--- src/hdl/rptg_pkg.sv ---
// ----------------------------------------------------------------------------
// rptg_pkg
// Shared constants and controller/datapath types for the run pattern source.
// ----------------------------------------------------------------------------
package rptg_pkg;

  localparam int unsigned WordW     = 32;
  localparam int unsigned NumWords  = 4;
  localparam int unsigned ModeW     = 2;
  localparam int unsigned RunW      = 16;
  localparam int unsigned ListW     = 20;
  localparam int unsigned BaseW     = 31;
  localparam int unsigned CfgIdxW   = 2;
  localparam int unsigned CfgDataW  = 20;

  // Divider: radix-2 restoring remainder, DivBitsPerStep dividend bits per step
  localparam int unsigned DivBitsPerStep = 4;
  localparam int unsigned DivSteps       = WordW / DivBitsPerStep;
  localparam int unsigned CntW           = $clog2(DivSteps);

  localparam logic [WordW-1:0] Golden = 32'h9e37_79b9;
  localparam logic [WordW-1:0] Mix1   = 32'h85eb_ca6b;
  localparam logic [WordW-1:0] Mix2   = 32'hc2b2_ae35;

  localparam logic [ModeW-1:0]    ModeRandom  = 2'd0;
  localparam logic [ModeW-1:0]    ModeAscend  = 2'd1;
  localparam logic [ModeW-1:0]    ModeDescend = 2'd2;
  localparam logic [ModeW-1:0]    ModeMixed   = 2'd3;

  localparam logic [CfgIdxW-1:0]  RegMode    = 2'd0;
  localparam logic [CfgIdxW-1:0]  RegMaxRun  = 2'd1;
  localparam logic [CfgIdxW-1:0]  RegListLen = 2'd2;

  localparam logic [RunW-1:0]     MaxRunReset  = 16'd64;
  localparam logic [ListW-1:0]    ListLenReset = 20'd10000;

  localparam logic CmdSeed = 1'b0;

  typedef enum logic [3:0] {
    OP_NONE,
    OP_SEED_ADD,
    OP_SEED_MUL1,
    OP_SEED_MUL2,
    OP_SEED_STORE,
    OP_CHECK,
    OP_DRAW_RANDOM,
    OP_DRAW_LEN,
    OP_DIV_STEP,
    OP_DRAW_BASE,
    OP_DRAW_DIR,
    OP_ELEMENT,
    OP_EMIT
  } op_e;

  typedef struct packed {
    op_e  op;
    logic load_seed;
  } cmd_t;

  typedef struct packed {
    logic new_run;
    logic mode_random;
    logic mode_mixed;
    logic out_free;
  } sts_t;

  typedef struct packed {
    logic [ModeW-1:0] mode;
    logic [RunW-1:0]  max_run;
    logic [ListW-1:0] list_len;
  } cfg_t;

endpackage

--- src/hdl/rptg_in_if.sv ---
// ----------------------------------------------------------------------------
// rptg_in_if
// Request channel: command and seed word.
// ----------------------------------------------------------------------------
interface rptg_in_if;
  logic                           valid;
  logic                           ready;
  logic                           cmd;
  logic [rptg_pkg::WordW-1:0]     seed_value;

  modport source (output valid, output cmd, output seed_value, input ready);
  modport sink   (input valid, input cmd, input seed_value, output ready);
endinterface

--- src/hdl/rptg_out_if.sv ---
// ----------------------------------------------------------------------------
// rptg_out_if
// Result channel: generated element with run and list markers.
// ----------------------------------------------------------------------------
interface rptg_out_if;
  logic                              valid;
  logic                              ready;
  logic signed [rptg_pkg::WordW-1:0] element_value;
  logic                              run_start;
  logic                              last_element;

  modport source (output valid, output element_value, output run_start,
                  output last_element, input ready);
  modport sink   (input valid, input element_value, input run_start,
                  input last_element, output ready);
endinterface

--- src/hdl/rptg_cfg_if.sv ---
// ----------------------------------------------------------------------------
// rptg_cfg_if
// Register write channel: register index and write data.
// ----------------------------------------------------------------------------
interface rptg_cfg_if;
  logic                             valid;
  logic                             ready;
  logic [rptg_pkg::CfgIdxW-1:0]     index;
  logic [rptg_pkg::CfgDataW-1:0]    data;

  modport source (output valid, output index, output data, input ready);
  modport sink   (input valid, input index, input data, output ready);
endinterface

--- src/hdl/rptg_ctrl.sv ---
// ----------------------------------------------------------------------------
// rptg_ctrl
// Sequencer: walks the seeding rounds, run set-up and element emission.
// ----------------------------------------------------------------------------
module rptg_ctrl (
  input  logic           clk_i,
  input  logic           rst_ni,
  input  logic           in_valid_i,
  input  logic           in_cmd_i,
  output logic           in_ready_o,
  input  rptg_pkg::sts_t sts_i,
  output rptg_pkg::cmd_t cmd_o
);

  typedef enum logic [3:0] {
    ST_IDLE,
    ST_SEED_ADD,
    ST_SEED_MUL1,
    ST_SEED_MUL2,
    ST_SEED_STORE,
    ST_CHECK,
    ST_DRAW_RANDOM,
    ST_DRAW_LEN,
    ST_DIVIDE,
    ST_DRAW_BASE,
    ST_DRAW_DIR,
    ST_ELEMENT,
    ST_EMIT
  } state_e;

  state_e                    state_q;
  logic [rptg_pkg::CntW-1:0] cnt_q;
  logic                      take;

  assign in_ready_o = (state_q == ST_IDLE);
  assign take       = in_valid_i && in_ready_o;

  always_comb begin
    cmd_o.load_seed = take && (in_cmd_i == rptg_pkg::CmdSeed);
    case (state_q)
      ST_SEED_ADD:    cmd_o.op = rptg_pkg::OP_SEED_ADD;
      ST_SEED_MUL1:   cmd_o.op = rptg_pkg::OP_SEED_MUL1;
      ST_SEED_MUL2:   cmd_o.op = rptg_pkg::OP_SEED_MUL2;
      ST_SEED_STORE:  cmd_o.op = rptg_pkg::OP_SEED_STORE;
      ST_CHECK:       cmd_o.op = rptg_pkg::OP_CHECK;
      ST_DRAW_RANDOM: cmd_o.op = rptg_pkg::OP_DRAW_RANDOM;
      ST_DRAW_LEN:    cmd_o.op = rptg_pkg::OP_DRAW_LEN;
      ST_DIVIDE:      cmd_o.op = rptg_pkg::OP_DIV_STEP;
      ST_DRAW_BASE:   cmd_o.op = rptg_pkg::OP_DRAW_BASE;
      ST_DRAW_DIR:    cmd_o.op = rptg_pkg::OP_DRAW_DIR;
      ST_ELEMENT:     cmd_o.op = rptg_pkg::OP_ELEMENT;
      ST_EMIT:        cmd_o.op = sts_i.out_free ? rptg_pkg::OP_EMIT : rptg_pkg::OP_NONE;
      default:        cmd_o.op = rptg_pkg::OP_NONE;
    endcase
  end

  always_ff @(posedge clk_i or negedge rst_ni) begin
    if (!rst_ni) begin
      state_q <= ST_IDLE;
      cnt_q   <= '0;
    end else begin
      case (state_q)
        ST_IDLE: begin
          cnt_q <= '0;
          if (take) begin
            state_q <= (in_cmd_i == rptg_pkg::CmdSeed) ? ST_SEED_ADD : ST_CHECK;
          end
        end
        ST_SEED_ADD:  state_q <= ST_SEED_MUL1;
        ST_SEED_MUL1: state_q <= ST_SEED_MUL2;
        ST_SEED_MUL2: state_q <= ST_SEED_STORE;
        ST_SEED_STORE: begin
          // one SplitMix round per generator word
          if (cnt_q == rptg_pkg::CntW'(rptg_pkg::NumWords - 1)) begin
            state_q <= ST_IDLE;
          end else begin
            cnt_q   <= cnt_q + 1'b1;
            state_q <= ST_SEED_ADD;
          end
        end
        ST_CHECK: begin
          if (sts_i.mode_random) begin
            state_q <= ST_DRAW_RANDOM;
          end else if (sts_i.new_run) begin
            state_q <= ST_DRAW_LEN;
          end else begin
            state_q <= ST_ELEMENT;
          end
        end
        ST_DRAW_RANDOM: state_q <= ST_EMIT;
        ST_DRAW_LEN: begin
          cnt_q   <= '0;
          state_q <= ST_DIVIDE;
        end
        ST_DIVIDE: begin
          if (cnt_q == rptg_pkg::CntW'(rptg_pkg::DivSteps - 1)) begin
            state_q <= ST_DRAW_BASE;
          end else begin
            cnt_q <= cnt_q + 1'b1;
          end
        end
        ST_DRAW_BASE: state_q <= sts_i.mode_mixed ? ST_DRAW_DIR : ST_ELEMENT;
        ST_DRAW_DIR:  state_q <= ST_ELEMENT;
        ST_ELEMENT:   state_q <= ST_EMIT;
        ST_EMIT: begin
          if (sts_i.out_free) begin
            state_q <= ST_IDLE;
          end
        end
        default: state_q <= ST_IDLE;
      endcase
    end
  end

  // A request is only taken from idle, and the step after it is decided by its command
  a_take_branch: assert property (@(posedge clk_i) disable iff (!rst_ni)
    take |=> (state_q == ST_SEED_ADD) || (state_q == ST_CHECK))
    else $error("request taken without entering a sequence");

  a_div_len: assert property (@(posedge clk_i) disable iff (!rst_ni)
    (state_q == ST_DRAW_LEN) |=> (state_q == ST_DIVIDE) && (cnt_q == '0))
    else $error("divider not started from step zero");

  a_seed_exit: assert property (@(posedge clk_i) disable iff (!rst_ni)
    (state_q == ST_SEED_STORE) && (cnt_q == rptg_pkg::CntW'(rptg_pkg::NumWords - 1))
    |=> in_ready_o)
    else $error("seeding did not finish after four rounds");

endmodule

--- src/hdl/rptg_dp.sv ---
// ----------------------------------------------------------------------------
// rptg_dp
// Datapath: xoshiro128** state, SplitMix seeding, run-length divider,
// run bookkeeping and the result register.
// ----------------------------------------------------------------------------
module rptg_dp (
  input  logic                              clk_i,
  input  logic                              rst_ni,
  input  rptg_pkg::cmd_t                    cmd_i,
  output rptg_pkg::sts_t                    sts_o,
  input  rptg_pkg::cfg_t                    cfg_i,
  input  logic [rptg_pkg::WordW-1:0]        seed_value_i,
  input  logic                              out_ready_i,
  output logic                              out_valid_o,
  output logic signed [rptg_pkg::WordW-1:0] element_value_o,
  output logic                              run_start_o,
  output logic                              last_element_o
);

  localparam int unsigned W = rptg_pkg::WordW;

  logic [W-1:0]                 words_q [rptg_pkg::NumWords];
  logic [rptg_pkg::ListW-1:0]   pos_q;
  logic [rptg_pkg::RunW-1:0]    run_rem_q, run_off_q, run_size_q;
  logic [rptg_pkg::BaseW-1:0]   run_base_q;
  logic                         run_asc_q;
  logic                         out_valid_q;

  logic [W-1:0]                 s_q, prod_q, dvd_q, elem_q;
  logic [rptg_pkg::RunW:0]      rem_q;
  logic                         start_q;

  logic [W-1:0]                 nxt [rptg_pkg::NumWords];
  logic [W-1:0]                 draw_res, m5, r7, t2, t3;
  logic [W-1:0]                 mul_a, mul_b, mul_p;
  logic [rptg_pkg::ListW-1:0]   len, rest, pos_inc;
  logic [rptg_pkg::RunW-1:0]    modv, rlen;
  logic [rptg_pkg::RunW:0]      div_r;
  logic [W-1:0]                 div_d;
  logic [W-1:0]                 elem_d;
  logic                         restart, last_d, out_free;

  assign len  = (cfg_i.list_len == '0) ? rptg_pkg::ListW'(1) : cfg_i.list_len;
  assign modv = (cfg_i.max_run == '0) ? rptg_pkg::RunW'(1) : cfg_i.max_run;
  assign restart  = (pos_q >= len);
  assign out_free = !out_valid_q || out_ready_i;

  assign sts_o.new_run     = restart || (run_rem_q == '0);
  assign sts_o.mode_random = (cfg_i.mode == rptg_pkg::ModeRandom);
  assign sts_o.mode_mixed  = (cfg_i.mode == rptg_pkg::ModeMixed);
  assign sts_o.out_free    = out_free;

  // xoshiro128** output and state advance; *5 and *9 are shift-adds
  always_comb begin
    m5       = words_q[1] + (words_q[1] << 2);
    r7       = {m5[W-8:0], m5[W-1:W-7]};
    draw_res = r7 + (r7 << 3);
    t2       = words_q[2] ^ words_q[0];
    t3       = words_q[3] ^ words_q[1];
    nxt[0]   = words_q[0] ^ t3;
    nxt[1]   = words_q[1] ^ t2;
    nxt[2]   = t2 ^ (words_q[1] << 9);
    nxt[3]   = {t3[W-12:0], t3[W-1:W-11]};
  end

  // single shared multiplier for both SplitMix mixing steps
  always_comb begin
    if (cmd_i.op == rptg_pkg::OP_SEED_MUL1) begin
      mul_a = s_q ^ (s_q >> 16);
      mul_b = rptg_pkg::Mix1;
    end else begin
      mul_a = prod_q ^ (prod_q >> 13);
      mul_b = rptg_pkg::Mix2;
    end
    mul_p = mul_a * mul_b;
  end

  // restoring division, DivBitsPerStep dividend bits per step
  always_comb begin
    div_r = rem_q;
    div_d = dvd_q;
    for (int i = 0; i < int'(rptg_pkg::DivBitsPerStep); i++) begin
      div_r = {div_r[rptg_pkg::RunW-1:0], div_d[W-1]};
      div_d = div_d << 1;
      if (div_r >= {1'b0, modv}) begin
        div_r = div_r - {1'b0, modv};
      end
    end
  end

  always_comb begin
    rest = len - pos_q;
    rlen = rptg_pkg::RunW'(rem_q) + 1'b1;
    if ({{(rptg_pkg::ListW - rptg_pkg::RunW){1'b0}}, rlen} > rest) begin
      rlen = rest[rptg_pkg::RunW-1:0];
    end
  end

  always_comb begin
    if (run_asc_q) begin
      elem_d = {1'b0, run_base_q} + W'(run_off_q);
    end else begin
      elem_d = {1'b0, run_base_q} + (W'(run_size_q) - W'(1) - W'(run_off_q));
    end
  end

  assign pos_inc = pos_q + 1'b1;
  assign last_d  = (pos_inc >= len);

  always_ff @(posedge clk_i or negedge rst_ni) begin
    if (!rst_ni) begin
      for (int i = 0; i < int'(rptg_pkg::NumWords); i++) begin
        words_q[i] <= '0;
      end
      pos_q       <= '0;
      run_rem_q   <= '0;
      run_off_q   <= '0;
      run_size_q  <= '0;
      run_base_q  <= '0;
      run_asc_q   <= 1'b1;
      out_valid_q <= 1'b0;
    end else begin
      if (cmd_i.op == rptg_pkg::OP_EMIT) begin
        out_valid_q <= 1'b1;
      end else if (out_valid_q && out_ready_i) begin
        out_valid_q <= 1'b0;
      end
      if (cmd_i.load_seed) begin
        pos_q      <= '0;
        run_rem_q  <= '0;
        run_off_q  <= '0;
        run_size_q <= '0;
        run_base_q <= '0;
      end
      case (cmd_i.op)
        rptg_pkg::OP_SEED_STORE: begin
          // shift in so the first round ends up in word 0
          for (int i = 0; i < int'(rptg_pkg::NumWords) - 1; i++) begin
            words_q[i] <= words_q[i+1];
          end
          words_q[rptg_pkg::NumWords-1] <= prod_q ^ (prod_q >> 16);
        end
        rptg_pkg::OP_CHECK: begin
          if (restart) begin
            pos_q      <= '0;
            run_rem_q  <= '0;
            run_off_q  <= '0;
            run_size_q <= '0;
            run_base_q <= '0;
          end
        end
        rptg_pkg::OP_DRAW_RANDOM: begin
          words_q    <= nxt;
          run_rem_q  <= '0;
          run_off_q  <= '0;
          run_size_q <= '0;
        end
        rptg_pkg::OP_DRAW_LEN: words_q <= nxt;
        rptg_pkg::OP_DRAW_BASE: begin
          words_q    <= nxt;
          run_base_q <= draw_res[W-1:1];
          run_size_q <= rlen;
          run_rem_q  <= rlen;
          run_off_q  <= '0;
          if (cfg_i.mode == rptg_pkg::ModeAscend) begin
            run_asc_q <= 1'b1;
          end else if (cfg_i.mode == rptg_pkg::ModeDescend) begin
            run_asc_q <= 1'b0;
          end
        end
        rptg_pkg::OP_DRAW_DIR: begin
          words_q   <= nxt;
          run_asc_q <= draw_res[0];
        end
        rptg_pkg::OP_ELEMENT: begin
          run_off_q <= run_off_q + 1'b1;
          run_rem_q <= run_rem_q - 1'b1;
        end
        rptg_pkg::OP_EMIT: begin
          if (last_d) begin
            pos_q      <= '0;
            run_rem_q  <= '0;
            run_off_q  <= '0;
            run_size_q <= '0;
            run_base_q <= '0;
          end else begin
            pos_q <= pos_inc;
          end
        end
        default: ;
      endcase
    end
  end

  always_ff @(posedge clk_i) begin
    if (cmd_i.load_seed) begin
      s_q <= seed_value_i;
    end
    case (cmd_i.op)
      rptg_pkg::OP_SEED_ADD:  s_q    <= s_q + rptg_pkg::Golden;
      rptg_pkg::OP_SEED_MUL1: prod_q <= mul_p;
      rptg_pkg::OP_SEED_MUL2: prod_q <= mul_p;
      rptg_pkg::OP_DRAW_RANDOM: begin
        elem_q  <= draw_res;
        start_q <= 1'b1;
      end
      rptg_pkg::OP_DRAW_LEN: begin
        dvd_q <= draw_res;
        rem_q <= '0;
      end
      rptg_pkg::OP_DIV_STEP: begin
        dvd_q <= div_d;
        rem_q <= div_r;
      end
      rptg_pkg::OP_ELEMENT: begin
        elem_q  <= elem_d;
        start_q <= (run_off_q == '0);
      end
      rptg_pkg::OP_EMIT: begin
        element_value_o <= elem_q;
        run_start_o     <= start_q;
        last_element_o  <= last_d;
      end
      default: ;
    endcase
  end

  assign out_valid_o = out_valid_q;

  // offset and remaining always add up to the run size
  a_run_sum: assert property (@(posedge clk_i) disable iff (!rst_ni)
    ({1'b0, run_rem_q} + {1'b0, run_off_q}) == {1'b0, run_size_q})
    else $error("run bookkeeping out of step");

  a_last_clears: assert property (@(posedge clk_i) disable iff (!rst_ni)
    (cmd_i.op == rptg_pkg::OP_EMIT) && last_d |=> (pos_q == '0) && (run_rem_q == '0))
    else $error("list not restarted after final element");

  a_rem_bound: assert property (@(posedge clk_i) disable iff (!rst_ni)
    (cmd_i.op == rptg_pkg::OP_DIV_STEP) |=> (rem_q < {1'b0, modv}))
    else $error("divider remainder not reduced");

  a_out_source: assert property (@(posedge clk_i) disable iff (!rst_ni)
    $rose(out_valid_q) |-> $past(cmd_i.op == rptg_pkg::OP_EMIT))
    else $error("result raised without an emit");

endmodule

--- src/hdl/run_pattern_test_generator_unit.sv ---
// ----------------------------------------------------------------------------
// run_pattern_test_generator_unit
// xoshiro128** test-pattern source producing random values or runs.
// ----------------------------------------------------------------------------
//  channel | dir | handshake     | payload
//  in_i    | in  | valid / ready | cmd, seed_value
//  out_o   | out | valid / ready | element_value, run_start, last_element
//  cfg_i   | in  | valid / ready | index, data (always ready)
//
//  A seed request runs four SplitMix rounds: add, two multiplies, store.
//  A next request draws a random value or steps its run, then emits; opening
//  a run adds length draw, divider steps, base draw and (mixed) direction draw.
//  One request is in flight at a time; the result register lets the next
//  request be taken while a result waits. A stalled result holds the sequencer
//  at its emit step. Reset clears generator words, list and run state.
// ----------------------------------------------------------------------------
module run_pattern_test_generator_unit (
  input  logic               clk_i,
  input  logic               rst_ni,
  rptg_in_if.sink            in_i,
  rptg_out_if.source         out_o,
  rptg_cfg_if.sink           cfg_i
);

  rptg_pkg::cfg_t cfg_q;
  rptg_pkg::cmd_t cmd;
  rptg_pkg::sts_t sts;

  assign cfg_i.ready = 1'b1;

  always_ff @(posedge clk_i or negedge rst_ni) begin
    if (!rst_ni) begin
      cfg_q.mode     <= rptg_pkg::ModeRandom;
      cfg_q.max_run  <= rptg_pkg::MaxRunReset;
      cfg_q.list_len <= rptg_pkg::ListLenReset;
    end else if (cfg_i.valid) begin
      case (cfg_i.index)
        rptg_pkg::RegMode:    cfg_q.mode     <= cfg_i.data[rptg_pkg::ModeW-1:0];
        rptg_pkg::RegMaxRun:  cfg_q.max_run  <= cfg_i.data[rptg_pkg::RunW-1:0];
        rptg_pkg::RegListLen: cfg_q.list_len <= cfg_i.data[rptg_pkg::ListW-1:0];
        default: ;
      endcase
    end
  end

  rptg_ctrl u_ctrl (
    .clk_i      (clk_i),
    .rst_ni     (rst_ni),
    .in_valid_i (in_i.valid),
    .in_cmd_i   (in_i.cmd),
    .in_ready_o (in_i.ready),
    .sts_i      (sts),
    .cmd_o      (cmd)
  );

  rptg_dp u_dp (
    .clk_i           (clk_i),
    .rst_ni          (rst_ni),
    .cmd_i           (cmd),
    .sts_o           (sts),
    .cfg_i           (cfg_q),
    .seed_value_i    (in_i.seed_value),
    .out_ready_i     (out_o.ready),
    .out_valid_o     (out_o.valid),
    .element_value_o (out_o.element_value),
    .run_start_o     (out_o.run_start),
    .last_element_o  (out_o.last_element)
  );

endmodule

--- src/flat_wrapper.sv ---
// flat-port wrapper written by rule: the top's interface ports become plain ports
module run_pattern_test_generator_unit_flat 
  (clk_i, rst_ni, in_i_valid, in_i_cmd, in_i_seed_value, in_i_ready, out_o_valid, out_o_element_value, out_o_run_start, out_o_last_element, out_o_ready, cfg_i_valid, cfg_i_index, cfg_i_data, cfg_i_ready);
  rptg_in_if in_i_i ();
  rptg_out_if out_o_i ();
  rptg_cfg_if cfg_i_i ();
  input  logic clk_i;
  input  logic rst_ni;
  input wire logic [$bits(in_i_i.valid)-1:0] in_i_valid;
  input wire logic [$bits(in_i_i.cmd)-1:0] in_i_cmd;
  input wire logic [$bits(in_i_i.seed_value)-1:0] in_i_seed_value;
  output wire logic [$bits(in_i_i.ready)-1:0] in_i_ready;
  output wire logic [$bits(out_o_i.valid)-1:0] out_o_valid;
  output wire logic [$bits(out_o_i.element_value)-1:0] out_o_element_value;
  output wire logic [$bits(out_o_i.run_start)-1:0] out_o_run_start;
  output wire logic [$bits(out_o_i.last_element)-1:0] out_o_last_element;
  input wire logic [$bits(out_o_i.ready)-1:0] out_o_ready;
  input wire logic [$bits(cfg_i_i.valid)-1:0] cfg_i_valid;
  input wire logic [$bits(cfg_i_i.index)-1:0] cfg_i_index;
  input wire logic [$bits(cfg_i_i.data)-1:0] cfg_i_data;
  output wire logic [$bits(cfg_i_i.ready)-1:0] cfg_i_ready;
  assign in_i_i.valid = in_i_valid;
  assign in_i_i.cmd = in_i_cmd;
  assign in_i_i.seed_value = in_i_seed_value;
  assign in_i_ready = in_i_i.ready;
  assign out_o_valid = out_o_i.valid;
  assign out_o_element_value = out_o_i.element_value;
  assign out_o_run_start = out_o_i.run_start;
  assign out_o_last_element = out_o_i.last_element;
  assign out_o_i.ready = out_o_ready;
  assign cfg_i_i.valid = cfg_i_valid;
  assign cfg_i_i.index = cfg_i_index;
  assign cfg_i_i.data = cfg_i_data;
  assign cfg_i_ready = cfg_i_i.ready;
  run_pattern_test_generator_unit u_core (.clk_i(clk_i), .rst_ni(rst_ni), .in_i(in_i_i), .out_o(out_o_i), .cfg_i(cfg_i_i));
endmodule
--- config.mk ---
export PLATFORM = sky130hd
export DESIGN_NAME = run_pattern_test_generator_unit_flat
export DESIGN_NICKNAME = d
export VERILOG_FILES = /design/src/hdl/rptg_pkg.sv /design/src/hdl/rptg_in_if.sv /design/src/hdl/rptg_out_if.sv /design/src/hdl/rptg_cfg_if.sv /design/src/hdl/rptg_ctrl.sv /design/src/hdl/rptg_dp.sv /design/src/hdl/run_pattern_test_generator_unit.sv /design/src/flat_wrapper.sv
export SDC_FILE = /design/constraint.sdc
export NUM_CORES = 2
export LEC_CHECK = 0
export BUFFER_PORTS_ARGS = -buffer_cell sky130_fd_sc_hd__buf_4
export CELL_PAD_IN_SITES_DETAIL_PLACEMENT = 1
export CELL_PAD_IN_SITES_GLOBAL_PLACEMENT = 1
export CORE_AREA = 8 8 311 313
export DETAILED_ROUTE_END_ITERATION = 8
export DIE_AREA = 0 0 319 321
export PLACE_DENSITY = 0.82
export RECOVER_POWER = 50
export SLEW_MARGIN = 20
export SYNTH_ARGS = -nofsm -noshare
export SYNTH_HDL_FRONTEND = slang
export SYNTH_SLANG_ARGS = --single-unit
--- constraint.sdc ---
create_clock -name clk_i -period 13.5 [get_ports clk_i]
set_input_delay 1.35 -clock clk_i [delete_from_list [all_inputs] [get_ports clk_i]]
set_output_delay 1.35 -clock clk_i [all_outputs]
set_load 0.005 [all_outputs]
### Word level (Yosys, flattened, before mapping)

Index checks and enable logic that the tools add are counted.

| word-level totals | value |
|---|---|
| bits in registers | 453 |
| bits of input ports | 60 |
| output and inout port bits | 37 |

| cells by class | value |
|---|---|
| add/sub/neg operators | 17 |
| multiply operators | 1 |
| order comparisons | 7 |
| equality and inequality tests | 37 |
| mux-type cells | 56 |
| bitwise logic cells | 9 |
| reduce and logical (&&, ||, !) cells | 31 |

Operators by type and width:

| cell | count |
|---|---|
| $pmux W128 S2 | 1 |
| $mux W16 | 15 |
| $xor A32 B32 Y32 | 5 |
| $mux W32 | 4 |
| $pmux W16 S4 | 2 |
| $pmux W32 S2 | 2 |
| $mux W31 | 4 |
| $pmux W4 S12 | 2 |
| $pmux W31 S3 | 1 |
| $mux W20 | 4 |
| $pmux W16 S5 | 1 |
| $ge A17 B16 Y1 | 4 |
| $add A32 B32 Y32 | 2 |
| $sub A16 B16 Y16 | 4 |
| $xor A32 B16 Y32 | 2 |
| $logic_not A16 Y1 | 3 |
| $eq A4 B4 Y1 const B | 10 |
| $ge A20 B20 Y1 | 2 |
| $pmux W20 S2 | 1 |
| $add A16 B1 Y16 const B | 2 |
| $add A31 B16 Y32 | 1 |
| $add A31 B32 Y32 | 1 |
| $add A32 B32 Y32 const B | 1 |
| $eq A4 B3 Y1 const B | 8 |
| 37 further kinds | 76 |

### Depth between registers and ports, before layout

| logic depth | value |
|---|---|
| depth after elaboration | 11 |
| depth in mapped cells | 51 |

### By module

A second synthesis with hierarchy kept.

| second synthesis, totals | value |
|---|---|
| cells, all modules | 4975 |
| area, all modules | 45213.4 um2 |

By module, submodules not included:

| module | instances | cells an instance | area each (um2) |
|---|---|---|---|
| rptg_dp | 1 | 4834 | 43177.7 |
| run_pattern_test_generator_unit | 1 | 84 | 1466.4 |
| rptg_ctrl | 1 | 57 | 569.3 |

### Worst setup path before layout

Ideal clock, no wire load.

| timing path | value |
|---|---|
| path type | register to register |
| start point | register u_core.cfg_q[21] (netlist bit) |
| end point | register u_core.u_dp.rem_q[14] (netlist bit), data pin |
| arrival | 9.737 ns |
| setup slack | 3.497 ns |
| stages on the path, launching flop included | 48 |
| clock period less this slack | 10.003 ns |
| cells stage by stage | dfrtp_1 nor4_1 a41o_1 ha_1 nor2b_1 o31ai_2 a21oi_1 a31o_1 o21ba_2 buf_6 clkbuf_1 o21ai_0 inv_1 ha_1 nor2b_1 o31ai_1 a21oi_1 a211oi_1 (+12 left out) a31oi_1 a221o_1 a31oi_4 buf_2 mux2i_1 fa_1 a21o_1 a21oi_1 o221ai_1 a21o_1 a21o_1 a21o_1 a21o_1 a21o_1 a21oi_1 xnor2_1 mux2i_1 nor2_1 |

| on the way | value |
|---|---|
| cells in the longest elaborated chain, start to end | 11 |
| elaborated cells on any way between the ends | 15 |
| classes of those cells | add/sub (4); order compare (4); mux (6); reduce/logical (1) |

Ends and longest elaborated chain:

| item | RTL line | RTL |
|---|---|---|
| start, declared | run_pattern_test_generator_unit.sv:25 | `rptg_pkg::cfg_t cfg_q;` |
| $logic_not A16 Y1 | rptg_dp.sv:44 | `assign modv = (cfg_i.max_run == '0) ? rptg_pkg::RunW'(1) : cfg_i.max_run;` |
| $mux W16 * | rptg_dp.sv:44 |  |
| $sub A16 B16 Y16 or $ge A17 B16 Y1 (tied branches) | rptg_dp.sv:86, rptg_dp.sv:85 |  |
| $mux W16 | rptg_dp.sv:85 | `if (div_r >= {1'b0, modv}) begin` |
| $sub A16 B16 Y16 or $ge A17 B16 Y1 (tied branches) | rptg_dp.sv:86, rptg_dp.sv:85 |  |
| $mux W16 | rptg_dp.sv:85 |  |
| $sub A16 B16 Y16 or $ge A17 B16 Y1 (tied branches) | rptg_dp.sv:86, rptg_dp.sv:85 |  |
| $mux W16 | rptg_dp.sv:85 |  |
| $sub A16 B16 Y16 or $ge A17 B16 Y1 (tied branches) | rptg_dp.sv:86, rptg_dp.sv:85 |  |
| $mux W16 * | rptg_dp.sv:85 |  |
| $pmux W16 S2 * | rptg_dp.sv:199 | `case (cmd_i.op)` |
| end signal, assigned | rptg_dp.sv:213 | `rem_q <= div_r;` |
| end, declared | rptg_dp.sv:30 | `logic [rptg_pkg::RunW:0] rem_q;` |

Every way passes the cells marked *; elsewhere a longest branch is shown, timed or not.
A chain may end at the register's enable or synchronous reset.

### Worst setup path in the final report

| timing path | value |
|---|---|
| start point | register u_core.cfg_q[28] (netlist bit) |
| end point | register u_core.u_dp.rem_q[11] (netlist bit), data pin |

The elaborated chain is that of the path after synthesis.

==> results.py <==
metrics = {
    "synthesis": {
        "synth_top_family_by_area": "adder cells",
        "synthTopCellsByArea": "dfrtp_1 (15%), fa_1 (13%), ha_1 (13%)",
        "synthFlopType": "dfrtp_1",
        "synth_top_area_share_pct": 15.0,
        "synth_fa_ha_area_share_pct": 26.4,
        "synth_warnings": 0,
        "avgSynthCellArea_um2": 9.09,
        "synth_edf_count": 179,
        "syn_area_um2": 44500,
        "synth_most_common_cell": "inv_1",
        "synth_cell_types": 87,
        "yosys.area_share.simple_pct": 12.2,
        "synthCells": 4896,
        "ys_ff_latch": 453,
        "synth.largest_area_cell": "dfrtp_1",
        "synth_xor_xnor_area_share_pct": 8.32,
        "netlist_top_cells_count": "inv_1 (645), nand2_1 (485), ha_1 (462)",
        "ys_seq_area_share_pct": 27.5,
        "async_flop_share_pct": 60.5,
        "synth_compound_gate_area_share_pct": 15.6,
        "synth_mux_area_share_pct": 2.87,
    },
    "cts": {
        "numCtsBuffers": 55,
        "clk_latency_ns": 0.69,
        "cts.sink_count": 453,
        "post_cts_resize_count": 0,
        "cts_hold_buf": 0,
        "clkTransAtPathRegs_ns": 0.06,
        "clock_path_buffers": 3,
        "cts_tree": "done",
        "h-tree-depth": 2,
        "postCtsSetupRepairBufs": 0,
        "clock-root-buffer": "clkbuf_16",
    },
    "worst_setup_path": {
        "reg2reg_depth": 43,
        "slowest_stage": "and3_1",
        "cp_num_buf_inv": 2,
        "crit_required_ns": 13.91,
        "r2r_start": "u_core.cfg_q[28]",
        "cp_max_fo": 22,
        "timing.rr.end": "u_core.u_dp.rem_q[11]",
        "cp-start-kind": "register",
        "critical_path_class": "reg2reg",
        "r2r_setup_slack_ns": 1.19,
        "crit_path_end_kind": "register",
        "slowest_delay_ns": 0.88,
        "worst_path_dominant_cell_family": "compound AO/OA/AOI/OAI gates",
        "critPathArrivalTime_ns": 12.72,
    },
    "final_layout": {
        "final-seq-area_um2": 12200,
        "nets": 5717,
        "multiInputGateArea_um2": 29200,
        "drive_gt1_share_pct": 6.65,
        "nFillCells": 10600,
        "area_growth_pct": 8.32,
        "antenna_cells": 0,
    },
    "grt": {
        "grt-ovfl-total": 0,
        "grt_max_degree": 87,
        "grt_pass1_vias": 39600,
        "grt_pass1_wl_mm": 226,
        "antenna_found_initial": 2,
        "gr-usage-all-layers_pct": 27.7,
    },
    "detailed_routing": {
        "avgRoutedWirePerCell_um": 23.4,
        "drtIter0Drc": 2335,
        "drt.antenna.violating_nets": 0,
        "dr.pass1.iters": 5,
        "routed_wl_mm": 144,
        "vias": 36600,
        "drcViolationCount": 0,
        "vias_per_cell": 5.96,
    },
    "sta": {
        "period_share_pct": 91.2,
        "slew_violations": 501,
        "worstMarginPinSlew_ns": 5.09,
        "max_freq_ghz": 0.0812,
        "finalSetupTns_ns": 0,
        "rsz0062_at_grt": "no",
        "slew_headroom_pct": -239,
        "setup_viol": 0,
        "hold_violations": 0,
        "fin_crit_ns": 12.31,
        "clock_skew_ns": 0.0365,
    },
    "place": {
        "place.gp.congestion": 0.963,
        "port_buffers": 95,
        "hpwl_mm": 112,
    },
    "floorplanning": {
        "die_h_um": 321,
        "die_w_um": 319,
        "ios": 97,
        "dieArea_um2": 102000,
        "core_area_um2": 92200,
        "start_util_pct": 48.3,
        "rows": 112,
    },
    "job": {
        "drv_cap": 11,
    },
    "outcome": {
        "violations": "capacitance limit, slew limit",
        "status": "finished with violations",
    },
    "min_path": {
        "hold_path_end": "u_core.u_dp.element_value_o[12]",
        "hold_depth": 0,
        "hold_start": "u_core.u_dp.elem_q[12]",
        "hold_class": "reg2reg",
    },
}
## cells in the final DEF (no fill, tap or decap), drive strengths merged, types with 91 or more instances in the layout
cell type | synthesis | final
a21o | 92 | 92
ha | 462 | 462
nor2 | 282 | 282
xor2 | 168 | 168
edfxtp | 179 | 179
buf | 28 | 91
o21ai | 375 | 375
a21oi | 263 | 263
nand2 | 485 | 485
clkbuf | 171 | 125
dfrtp | 267 | 267
xnor2 | 255 | 255
fa | 298 | 298
inv | 645 | 651
## kinds of logic after synthesis
group	Yosys count
AO/OA/AOI/OAI	1103
AND/OR/NAND/NOR	1192
other	1
buffers and inverters	844
XOR/XNOR	423
flip-flops	453
adder cells (fa/ha/maj)	760
multiplexers	120
## per-stage QoR
stage | cells | utilization (%) | worst slack, ns | cell area (um^2) | hold slack [ns]
after floorplan | 4898 | - | 3.50 | 44500 | 0.400
after CTS | 6139 | 52.4 | 1.15 | 48300 | 0.419
after detailed placement | 6035 | 50.3 | 1.21 | 46400 | 0.405
final | 6141 | 52.3 | 1.19 | 48200 | 0.418
after global routing | 6141 | 52.3 | 0.253 | 48200 | 0.426
after global placement | 6035 | 50.3 | 1.45 | 46400 | 0.401
## flip-flops by register name, indices dropped and copies added (netlist names), 16 cells and up
register                     flops
u_core.u_dp.words_q            128
u_core.cfg_q                    38
u_core.u_dp.dvd_q               32
u_core.u_dp.elem_q              32
u_core.u_dp.element_value_o     32
u_core.u_dp.prod_q              32
u_core.u_dp.s_q                 32
u_core.u_dp.run_base_q          31
u_core.u_dp.pos_q               20
u_core.u_dp.rem_q               16
u_core.u_dp.run_off_q           16
u_core.u_dp.run_rem_q           16
u_core.u_dp.run_size_q          16
## final cells by class
type / instances / share of cell area (%)
multi-input combinational: 3601 / 60.5
sequential: 453 / 25.4
inverter: 645 / 5.02
clock buffer: 75 / 3.22
tap: 1197 / 3.11
timing repair buffer: 141 / 2.05
clock inverter: 29 / 0.719
## worst reg2reg max path: cells and delay by family, from the launching register on
| kind | cells | cell delay [ns] |
|---|---|---|
| compound gates | 22 | 6.56 |
| fa+ha+maj | 4 | 1.10 |
| buf+inv | 2 | 0.18 |
| flops | 1 | 0.40 |
| mux | 3 | 1.22 |
| simple gates | 12 | 2.57 |
## layer usage
| metal | vias to the layer above | track usage (%) | part of all wire [%] | routed length, um |
|---|---|---|---|---|
| met3 | 377 | 4.71 | 5.3 | 7640 |
| li1 | 16700 | - | - | - |
| met1 | 18600 | 33.7 | 41 | 58200 |
| met2 | 1007 | 48.6 | 49 | 70600 |
| met5 | - | 0 | 0 | 0 |
| met4 | 0 | 11.7 | 4.9 | 7100 |
## worst max path at each step
stage	from	end	slack, ns	depth (start not counted)
after floorplan	u_core.cfg_q[21]	u_core.u_dp.rem_q[14]	3.50	47
after global placement	u_core.cfg_q[28]	u_core.u_dp.rem_q[7]	1.45	43
after detailed placement	u_core.cfg_q[28]	u_core.u_dp.rem_q[3]	1.21	43
after CTS	u_core.cfg_q[28]	u_core.u_dp.rem_q[3]	1.15	43
after global routing	u_core.cfg_q[28]	u_core.u_dp.rem_q[7]	0.25	43
final	u_core.cfg_q[28]	u_core.u_dp.rem_q[11]	1.19	43
Power is not shown: default switching activity piles up to over one toggle a cycle in this logic, so the estimate is an artifact.
